==> src/rtl/core/swc_pkg.sv <==
// Shared constants and types for the subtract-with-carry generator.
package swc_pkg;

    // Generator geometry
    localparam int WORD_BITS = 24;
    localparam int NEAR_LAG  = 10;
    localparam int FAR_LAG   = 24;
    localparam int STEP_BITS = $clog2(FAR_LAG);

    // Cell that holds x(i - NEAR_LAG) when cell 0 holds x(i - FAR_LAG)
    localparam int TAP_SHORT = (FAR_LAG - (NEAR_LAG % FAR_LAG)) % FAR_LAG;

    // Congruential seeding generator: x = (LCG_MUL * x) mod LCG_MOD
    localparam int LCG_MUL_BITS = 16;
    localparam int PROD_BITS    = LCG_MUL_BITS + 32;
    localparam int FOLD_SHIFT   = 31;
    localparam logic [LCG_MUL_BITS-1:0] LCG_MUL   = 16'd40014;
    localparam logic [31:0]             LCG_MOD   = 32'd2147483563;
    localparam logic [31:0]             LCG_RESET = 32'd19780503;
    // 2^31 mod LCG_MOD
    localparam logic [7:0]              LCG_FOLD  = 8'd85;

    // Scaling
    localparam int SCALE_BITS = 8;
    localparam logic [SCALE_BITS-1:0] SCALE_RESET = 8'd255;

    // Item modes
    localparam logic MODE_RESEED = 1'b0;
    localparam logic MODE_DRAW   = 1'b1;

    typedef logic [WORD_BITS-1:0] word_t;

    // Status of the seeding sequencer as seen by the top level
    typedef struct packed {
        logic busy;
        logic step_valid;
        logic last_step;
    } lcg_status_t;

endpackage

==> src/rtl/core/swc_cell.sv <==
// One history cell: holds a word and takes its neighbor's word on a shift.
module swc_cell (
    input  logic           clk,
    input  logic           rst_n,
    input  logic           shift_en,
    input  swc_pkg::word_t word_in,
    output swc_pkg::word_t word_out
);
    import swc_pkg::*;

    word_t word_reg;
    word_t word_next;

    // Take the neighbor's word on a shift, hold otherwise
    always_comb
    begin
        word_next = shift_en ? word_in : word_reg;
    end

    always_ff @(posedge clk or negedge rst_n)
    begin
        if (!rst_n)
        begin
            word_reg <= '0;
        end
        else
        begin
            word_reg <= word_next;
        end
    end

    assign word_out = word_reg;

endmodule

==> src/rtl/core/swc_lcg.sv <==
// Seeding sequencer: FAR_LAG congruential steps, each a multiply then a reduce.
module swc_lcg (
    input  logic                 clk,
    input  logic                 rst_n,
    input  logic                 start,
    input  logic [31:0]          seed,
    output swc_pkg::lcg_status_t status,
    output swc_pkg::word_t       step_word
);
    import swc_pkg::*;

    localparam logic [1:0] ST_IDLE = 2'd0;
    localparam logic [1:0] ST_MUL  = 2'd1;
    localparam logic [1:0] ST_RED  = 2'd2;

    logic [1:0]           state_reg, state_next;
    logic [STEP_BITS-1:0] cnt_reg, cnt_next;
    logic [31:0]          lcg_reg, lcg_next;
    logic [PROD_BITS-1:0] prod_reg, prod_next;

    logic [PROD_BITS-FOLD_SHIFT-1:0] prod_hi;
    logic [31:0]                     folded;
    logic [31:0]                     reduced;
    logic                            last;

    // Fold the high part back in: 2^31 is congruent to LCG_FOLD
    always_comb
    begin
        prod_hi = prod_reg[PROD_BITS-1:FOLD_SHIFT];
        folded  = {1'b0, prod_reg[FOLD_SHIFT-1:0]}
                + (32'(prod_hi) * 32'(LCG_FOLD));
        reduced = (folded >= LCG_MOD) ? (folded - LCG_MOD) : folded;
        last    = (cnt_reg == STEP_BITS'(FAR_LAG - 1));
    end

    // Sequence multiply and reduce for each step
    always_comb
    begin
        state_next = state_reg;
        cnt_next   = cnt_reg;
        lcg_next   = lcg_reg;
        prod_next  = prod_reg;
        unique case (state_reg)
            ST_IDLE:
            begin
                if (start)
                begin
                    lcg_next   = seed;
                    cnt_next   = '0;
                    state_next = ST_MUL;
                end
            end
            ST_MUL:
            begin
                prod_next  = PROD_BITS'(LCG_MUL) * PROD_BITS'(lcg_reg);
                state_next = ST_RED;
            end
            ST_RED:
            begin
                lcg_next = reduced;
                if (last)
                begin
                    state_next = ST_IDLE;
                end
                else
                begin
                    cnt_next   = cnt_reg + 1'b1;
                    state_next = ST_MUL;
                end
            end
            default:
            begin
                state_next = ST_IDLE;
            end
        endcase
    end

    always_ff @(posedge clk or negedge rst_n)
    begin
        if (!rst_n)
        begin
            state_reg <= ST_IDLE;
            cnt_reg   <= '0;
            lcg_reg   <= LCG_RESET;
        end
        else
        begin
            state_reg <= state_next;
            cnt_reg   <= cnt_next;
            lcg_reg   <= lcg_next;
        end
    end

    // Product needs no reset
    always_ff @(posedge clk)
    begin
        prod_reg <= prod_next;
    end

    assign status.busy       = (state_reg != ST_IDLE);
    assign status.step_valid = (state_reg == ST_RED);
    assign status.last_step  = (state_reg == ST_RED) && last;
    assign step_word         = reduced[WORD_BITS-1:0];

    property p_cnt_range;
        @(posedge clk) disable iff (!rst_n)
        cnt_reg <= STEP_BITS'(FAR_LAG - 1);
    endproperty
    a_cnt_range: assert property (p_cnt_range)
        else $error("seed step counter out of range");

    property p_reduced_range;
        @(posedge clk) disable iff (!rst_n)
        (state_reg == ST_RED) |-> (reduced < LCG_MOD);
    endproperty
    a_reduced_range: assert property (p_reduced_range)
        else $error("congruential step not fully reduced");

    property p_start_busy;
        @(posedge clk) disable iff (!rst_n)
        (state_reg == ST_IDLE && start) |=> (state_reg == ST_MUL);
    endproperty
    a_start_busy: assert property (p_start_busy)
        else $error("seeding did not start");

endmodule

==> src/rtl/core/subtract_with_carry_rng_unit.sv <==
// Top level: subtract-with-carry generator with shift-line history and scaling.
// Draw beat: one per cycle when not stalled; draw stage, then output register.
// Reseed beat: stall held after the accepting edge while the sequencer runs
//   FAR_LAG congruential steps, one multiply and one reduce per step.
// Output register and draw stage let a draw enter while a result waits.
// Reset (asynchronous): history zero, borrow clear, scale_limit 255, no result.
module subtract_with_carry_rng_unit (
    input  logic                                clk,
    input  logic                                rst_n,
    input  logic                                item_valid,
    output logic                                item_stall,
    input  logic                                mode,
    input  logic [31:0]                         seed_value,
    output logic                                result_valid,
    input  logic                                result_stall,
    output logic [swc_pkg::WORD_BITS-1:0]       raw_word,
    output logic [swc_pkg::SCALE_BITS-1:0]      scaled_value,
    input  logic                                cfg_write_en,
    input  logic [swc_pkg::SCALE_BITS-1:0]      cfg_write_data
);
    import swc_pkg::*;

    lcg_status_t lcg_status;
    word_t       lcg_word;

    word_t cell_word [FAR_LAG];
    word_t cell_in   [FAR_LAG];

    logic item_acc, draw_acc, reseed_acc;
    logic shift_en;
    word_t new_word;
    logic [WORD_BITS:0] diff;

    logic borrow_reg, borrow_next;
    logic [SCALE_BITS-1:0] scale_reg;

    logic  s1_valid_reg, s1_valid_next;
    word_t s1_raw_reg, s1_raw_next;
    logic  s1_adv, out_load;

    logic  result_valid_reg, result_valid_next;
    word_t raw_reg, raw_next;
    logic [SCALE_BITS-1:0] scaled_reg, scaled_next;
    logic [WORD_BITS+SCALE_BITS:0] scale_prod;

    // Accept beats
    assign out_load   = !result_valid_reg || !result_stall;
    assign s1_adv     = s1_valid_reg && out_load;
    assign item_stall = lcg_status.busy || (s1_valid_reg && !s1_adv);
    assign item_acc   = item_valid && !item_stall;
    assign draw_acc   = item_acc && (mode == MODE_DRAW);
    assign reseed_acc = item_acc && (mode == MODE_RESEED);

    swc_lcg u_lcg (
        .clk       (clk),
        .rst_n     (rst_n),
        .start     (reseed_acc),
        .seed      (seed_value),
        .status    (lcg_status),
        .step_word (lcg_word)
    );

    // Subtract with borrow: x(i-NEAR_LAG) - x(i-FAR_LAG) - borrow
    always_comb
    begin
        diff = {1'b0, cell_word[TAP_SHORT]} - {1'b0, cell_word[0]}
             - {{WORD_BITS{1'b0}}, borrow_reg};
    end

    assign shift_en = draw_acc || lcg_status.step_valid;
    assign new_word = lcg_status.step_valid ? lcg_word : diff[WORD_BITS-1:0];

    // History shift line: oldest word in cell 0, newest enters at the top
    genvar gi;
    generate
        for (gi = 0; gi < FAR_LAG; gi++)
        begin : g_cell
            if (gi == FAR_LAG - 1)
            begin : g_top
                assign cell_in[gi] = new_word;
            end
            else
            begin : g_mid
                assign cell_in[gi] = cell_word[gi+1];
            end
            swc_cell u_cell (
                .clk      (clk),
                .rst_n    (rst_n),
                .shift_en (shift_en),
                .word_in  (cell_in[gi]),
                .word_out (cell_word[gi])
            );
        end
    endgenerate

    // Update borrow on a draw, set it from the last seed word
    always_comb
    begin
        borrow_next = borrow_reg;
        if (lcg_status.last_step)
        begin
            borrow_next = (lcg_word == '0);
        end
        else if (draw_acc)
        begin
            borrow_next = diff[WORD_BITS];
        end
    end

    // Advance draw stage and output register
    always_comb
    begin
        s1_raw_next = draw_acc ? diff[WORD_BITS-1:0] : s1_raw_reg;
        if (draw_acc)
        begin
            s1_valid_next = 1'b1;
        end
        else if (s1_adv)
        begin
            s1_valid_next = 1'b0;
        end
        else
        begin
            s1_valid_next = s1_valid_reg;
        end

        scale_prod = s1_raw_reg * ({1'b0, scale_reg} + 1'b1);
        result_valid_next = out_load ? s1_valid_reg : result_valid_reg;
        raw_next          = s1_adv ? s1_raw_reg : raw_reg;
        scaled_next       = s1_adv ? scale_prod[WORD_BITS+SCALE_BITS-1:WORD_BITS]
                                   : scaled_reg;
    end

    always_ff @(posedge clk or negedge rst_n)
    begin
        if (!rst_n)
        begin
            borrow_reg       <= 1'b0;
            scale_reg        <= SCALE_RESET;
            s1_valid_reg     <= 1'b0;
            result_valid_reg <= 1'b0;
        end
        else
        begin
            borrow_reg       <= borrow_next;
            s1_valid_reg     <= s1_valid_next;
            result_valid_reg <= result_valid_next;
            if (cfg_write_en)
            begin
                scale_reg <= cfg_write_data;
            end
        end
    end

    // Payload registers hold without reset
    always_ff @(posedge clk)
    begin
        s1_raw_reg <= s1_raw_next;
        raw_reg    <= raw_next;
        scaled_reg <= scaled_next;
    end

    assign result_valid = result_valid_reg;
    assign raw_word     = raw_reg;
    assign scaled_value = scaled_reg;

    property p_busy_stalls;
        @(posedge clk) disable iff (!rst_n)
        lcg_status.busy |-> item_stall;
    endproperty
    a_busy_stalls: assert property (p_busy_stalls)
        else $error("beat taken while seeding");

    property p_reseed_busy;
        @(posedge clk) disable iff (!rst_n)
        reseed_acc |=> lcg_status.busy && !result_valid_reg || lcg_status.busy;
    endproperty
    a_reseed_busy: assert property (p_reseed_busy)
        else $error("reseed beat did not start seeding");

    property p_draw_no_seed_clash;
        @(posedge clk) disable iff (!rst_n)
        lcg_status.step_valid |-> !draw_acc;
    endproperty
    a_draw_no_seed_clash: assert property (p_draw_no_seed_clash)
        else $error("draw and seed step shift together");

    property p_s1_holds;
        @(posedge clk) disable iff (!rst_n)
        (s1_valid_reg && !out_load) |=> s1_valid_reg && $stable(s1_raw_reg);
    endproperty
    a_s1_holds: assert property (p_s1_holds)
        else $error("draw stage lost its word");

endmodule

==> config.mk <==
export PLATFORM = sky130hd
export DESIGN_NAME = subtract_with_carry_rng_unit
export DESIGN_NICKNAME = d
export VERILOG_FILES = /design/src/rtl/core/swc_pkg.sv /design/src/rtl/core/swc_cell.sv /design/src/rtl/core/swc_lcg.sv /design/src/rtl/core/subtract_with_carry_rng_unit.sv
export SDC_FILE = /design/constraint.sdc
export NUM_CORES = 2
export LEC_CHECK = 0
export ABC_AREA = 1
export BUFFER_PORTS_ARGS = -buffer_cell sky130_fd_sc_hd__buf_4
export CAP_MARGIN = 20
export CORE_MARGIN = 2
export CORE_UTILIZATION = 35
export DETAILED_ROUTE_END_ITERATION = 10
export GPL_TIMING_DRIVEN = 0
export SLEW_MARGIN = 10
export SYNTH_ARGS = -nofsm -noshare
export SYNTH_HDL_FRONTEND = slang
export SYNTH_SLANG_ARGS = --single-unit
==> constraint.sdc <==
create_clock -name clk -period 16.3 [get_ports clk]
set_input_delay 1.63 -clock clk [delete_from_list [all_inputs] [get_ports clk]]
set_output_delay 1.63 -clock clk [all_outputs]
set_load 0.03 [all_outputs]
# == Word level (Yosys, flattened, before mapping) ==
# Index checks and enable logic that the tools add are counted.
# totals
register_bits,729
wordCells,86
output_inout_bits,34
latchBits,0
mem_bits_rw,0
rom_bits,0
n_memories,0
inputBits,46
# classes
muxes,14
n_div,0
addsub,6
magnitude_cmp,1
shifts,0
multipliers,3
bitwise,1
n_eq_ne,5
n_reduce_logical,21
# ops
operator,n
32-bit 2-to-1 mux,2
32-bit case mux with 2 select lines,1
15-bit by 32-bit multiplier with 47-bit output (first input constant),1
31-bit by 24-bit adder with 32-bit output,1
32-bit by 31-bit greater-or-equal comparator with 1-bit output (second input constant),1
24-bit by 9-bit multiplier with 32-bit output,1
32-bit by 31-bit subtractor with 32-bit output (second input constant),1
24-bit by 24-bit subtractor with 25-bit output,1
25-bit by 1-bit subtractor with 25-bit output,1
24-bit zero test,1
17-bit by 7-bit multiplier with 24-bit output (second input constant),1
24-bit 2-to-1 mux,1
5-bit 2-to-1 mux,2
5-bit case mux with 2 select lines,1
8-bit by 1-bit adder with 9-bit output (second input constant),1
2-bit nonzero test,4
1-bit logical AND,6
2-bit case mux with 3 select lines,1
5-bit by 1-bit adder with 5-bit output (second input constant),1
5-bit equality test (second input constant),1
1-bit 2-to-1 mux,5
1-bit zero test,4
2-bit != test (second input constant),2
1-bit logical OR,3
other kinds (7),7

# == Longest topological paths before layout ==
# depth
word_depth,11
mapped_depth,35
ltp_nobuf,34

# == Cells and area by module ==
# From an unflattened synthesis, not the netlist that was laid out.
# unflattened
hier_cells,5982
area_unflattened_um2,50340.8
# by_module_without_submodules
module,seq_area_each_um2,cells_each,area_per_inst_um2,n_inst
swc_cell,600.6,102,974.7,24
swc_lcg,2406.1,2049,15751.4,1
subtract_with_carry_rng_unit,1966.9,1485,11197.0,1

# == Worst setup path after synthesis ==
# No wires, ideal clock.
# synth_path
path_type,flip-flop to flip-flop
start,reg u_lcg.lcg_reg[7]
end,"reg u_lcg.prod_reg[46], data pin"
t_required_ns,16.048
stages_incl_launch_ff,25
arrival_ns,5.322
setup_time_ns,0.252
path_buffers,0
slack_ns,10.725
synth_period_minus_slack_ns,5.575
cell_sequence,dfstp_2 > fa_1 > ha_1 > fa_1 > inv_1 > fa_1 > inv_1 > fa_1 > inv_1 > fa_1 > inv_1 > ha_1 > a21oi_1 > inv_1 > a31oi_1 > a21boi_1 > o21ai_1 > a21oi_1 > o21ai_1 > a21boi_1 > o21ai_1 > nand2_1 > nand2_1 > nand2_1 > nand2_1
# synth_between
elab_chain_len,1
# synth_lines
item,line_no,source
from (decl),swc_lcg.sv:18,"logic [31:0] lcg_reg, lcg_next;"
from (signal assigned),swc_lcg.sv:90,lcg_reg <= lcg_next;
15-bit by 32-bit multiplier with 47-bit output,swc_lcg.sv:55,prod_next = PROD_BITS'(LCG_MUL) * PROD_BITS'(lcg_reg);
to (signal assigned),swc_lcg.sv:97,prod_reg <= prod_next;
to (decl),swc_lcg.sv:19,"logic [PROD_BITS-1:0] prod_reg, prod_next;"
# Every way passes these cells.
# A chain may end at the register's enable or synchronous reset.

# == Worst setup path in the final report ==
# Ends and elaborated chain as after synthesis.

==> summary.txt <==
Outcome
  • Status: finished clean

Finish
  • Most common cell after layout, fill and taps aside: nand2_1
  • FF+latch area: 18800 sq um
  • Commonest cells after routing, fill and taps aside: 1401 x nand2_1, 1022 x inv_1, 603 x dfrtp_1, 572 x o21ai_0, 336 x fa_1
  • Max reg flops: 576
  • Synth-to-Final Area Change: 12.1%
  • Layout filler cell count: 13.2k
  • Share of layout cells above drive strength 1: 0.0531
  • Nets: 6186
  • Multi-input logic area: 23000 sq um

Setup path
  • Type of origin of the critical path: flop
  • Crit path kind: reg -> reg
  • Crit-path max cell delay: 0.62 ns
  • Crit path cell chain: fa_1, ha_1, fa_1, inv_1, fa_1, inv_1, fa_1, inv_1, fa_1, inv_1, ha_1, a21oi_1, inv_1, a31oi_1, a21boi_1, o21ai_1, a21oi_1, o21ai_1, a21boi_1, o21ai_1, nand2_1, nand2_1, nand2_1, nand2_1
  • Crit path buf inv count: 5
  • Arrival time worst endpoint: 6.68 ns
  • Data required, critical path: 16.70 ns
  • Top Family by Delay on Critical Path: adder cells
  • Worst Path Max Fanout: 6
  • CP endpoint kind: flop
  • Slowest cell on the critical path: dfstp_2

Timing
  • Setup Skew: 0.0344 ns
  • Slew Viols, Final: 0
  • Rel. slew slack: 0.300
  • Fmax: 159 MHz
  • TNS Setup: 0 ns
  • Tmin final: 6.28 ns
  • Slew @ Worst Pin: 1.05 ns
  • RSZ-0062 raised after global routing: false
  • Fin. Hold Viols: 0
  • Final setup violation count: 0
  • Final period util: 0.385

Clock network
  • Post-CTS Resized: 0
  • Post-CTS Setup Repair Bufs: 0
  • CTS buffer count: 79
  • Htree depth: 3
  • Hold buffer count at CTS: 0
  • Clk buf depth: 3
  • Clock latency on the worst-skew pair: 0.67 ns
  • Root Driver: clkbuf_16
  • CTS sink count: 729
  • Clock transition at path regs: 0.06 ns
  • TritonCTS clock tree: built

Synthesis
  • Mapped Area: 46400 sq um
  • Seq cells post-synth: 729
  • Post-synthesis sequential area ratio: 0.405
  • Synth Instances: 5326
  • Netlist cell types: 54
  • Mapped Avg Cell Area: 8.71 sq um
  • Net count after synthesis: 6017
  • Async set or reset register ratio after synthesis: 0.859
  • Synth warn: 0
  • Post-synth EDFFs: 103
  • Top FF cell, synth: dfrtp_1

Floorplanning
  • Area of the die: 135000 sq um
  • Initial core utilization: 0.353
  • Io pins: 80
  • Core Area: 131000 sq um
  • Die height: 368 um
  • Row count: 133
  • Die W: 368 um

Route
  • DRC Markers: 0
  • Detailed Routing Iterations Pass 1: 8
  • Routed Antenna Nets: 0
  • WL/cell: 16.9 um
  • DR vias: 34.9k
  • Final wirelength: 123 mm
  • Drt via density: 4.77
  • DR iter-0 viols: 2715

Placement
  • DP HPWL: 98.8 mm
  • GP Congestion: 0.927
  • Buffers on Ports: 79

Job
  • Max Cap Viol: 0

Global routing
  • Grt ovf: 0
  • Initial antenna violation count: 4
  • Vias in the first global route: 35.2k
  • Total GRT Usage: 0.184
  • Pin count of the biggest net entering global routing: 114
  • First-pass GRT wire length: 196 mm

Min path
  • Worst Hold Class: reg -> reg
## path summary, 6_finish.rpt
check	endpoint	from	cells after the start	slack, ns
min in group asynchronous	g_cell[5].u_cell.word_out[12]	rst_n	1	0.91
min	raw_word[20]	s1_raw_reg[20]	0	0.45
min reg2reg	raw_word[20]	s1_raw_reg[20]	0	0.45
max	u_lcg.prod_reg[46]	u_lcg.lcg_reg[7]	24	10.02
max in group asynchronous	g_cell[17].u_cell.word_out[15]	rst_n	6	12.71
max reg2reg	u_lcg.prod_reg[46]	u_lcg.lcg_reg[7]	24	10.02
## worst reg2reg max path, stage by stage, from the launching register on
cell	delay [ns]
dfstp_2	0.62
fa_1	0.44
ha_1	0.33
fa_1	0.53
inv_1	0.06
fa_1	0.50
inv_1	0.05
fa_1	0.50
inv_1	0.05
fa_1	0.49
inv_1	0.04
ha_1	0.36
a21oi_1	0.25
inv_1	0.06
a31oi_1	0.13
a21boi_1	0.36
o21ai_1	0.17
a21oi_1	0.28
o21ai_1	0.15
a21boi_1	0.25
o21ai_1	0.14
nand2_1	0.10
nand2_1	0.05
nand2_1	0.06
nand2_1	0.05
## per-stage QoR
step,util,instance area (sq um),hold WS [ns],setup WS (ns),cells
finish,0.395,52000,0.453,10.02,7310
global route,0.395,52000,0.482,9.70,7307
CTS,0.395,52000,0.456,10.05,7307
detailed placement,0.376,49400,0.442,10.08,7169
global placement,0.374,49200,0.443,6.54,7160
floorplan,-,46400,0.424,10.73,5326
## cells by family after synthesis
family	synth area share
and+or+nand+nor	0.159
buffers and inverters	0.0981
AOI/OAI and AO/OA	0.0915
DFF	0.405
adders and majority gates	0.228
xor gates and xnor gates	0.0177
## cell usage after synthesis, drive strengths merged, types with 3 or more instances
library cell | instances | area (sq um)
nand2 | 1412 | 5330
o21ai | 580 | 2900
dfrtp | 603 | 15100
xnor2 | 33 | 289
nor4 | 9 | 62.6
o21bai | 7 | 63.8
buf | 15 | 90.1
fa | 336 | 6730
a21o | 8 | 60.1
a31oi | 23 | 144
o211ai | 4 | 30.0
o31ai | 3 | 22.5
ha | 309 | 3870
nor3 | 19 | 95.1
or2 | 4 | 27.5
dfstp | 23 | 604
xor2 | 60 | 533
edfxtp | 103 | 3090
a21boi | 3 | 22.5
clkinv | 3 | 11.3
nor2 | 252 | 988
a21oi | 146 | 742
inv | 1031 | 3870
o22ai | 4 | 25.0
nand4 | 25 | 156
o21a | 12 | 90.1
o221ai | 10 | 87.6
clkbuf | 154 | 578
nand3 | 124 | 673
## final cells by class
| type | instances | area share |
|---|---|---|
| well taps | 1755 | 0.0423 |
| flip-flops and latches | 729 | 0.362 |
| multi-input cells | 3394 | 0.444 |
| clock buffers | 107 | 0.0432 |
| diodes | 3 | 0.000144 |
| inverters | 1034 | 0.0747 |
| repair buffers | 88 | 0.0159 |
| plain buffers | 169 | 0.0129 |
| clock inverters | 31 | 0.00585 |
## per-layer routing
layer	track usage	wire, um	up-vias	part of all wire
met2	0.301	57600	750	0.47
met5	0	0	-	0
met4	0.0511	3280	0	0.027
met1	0.256	56300	17100	0.46
met3	0.0232	6080	165	0.049
li1	-	-	16800	-
Power is not shown: default switching activity piles up to over one toggle a cycle in this logic, so the estimate is an artifact.
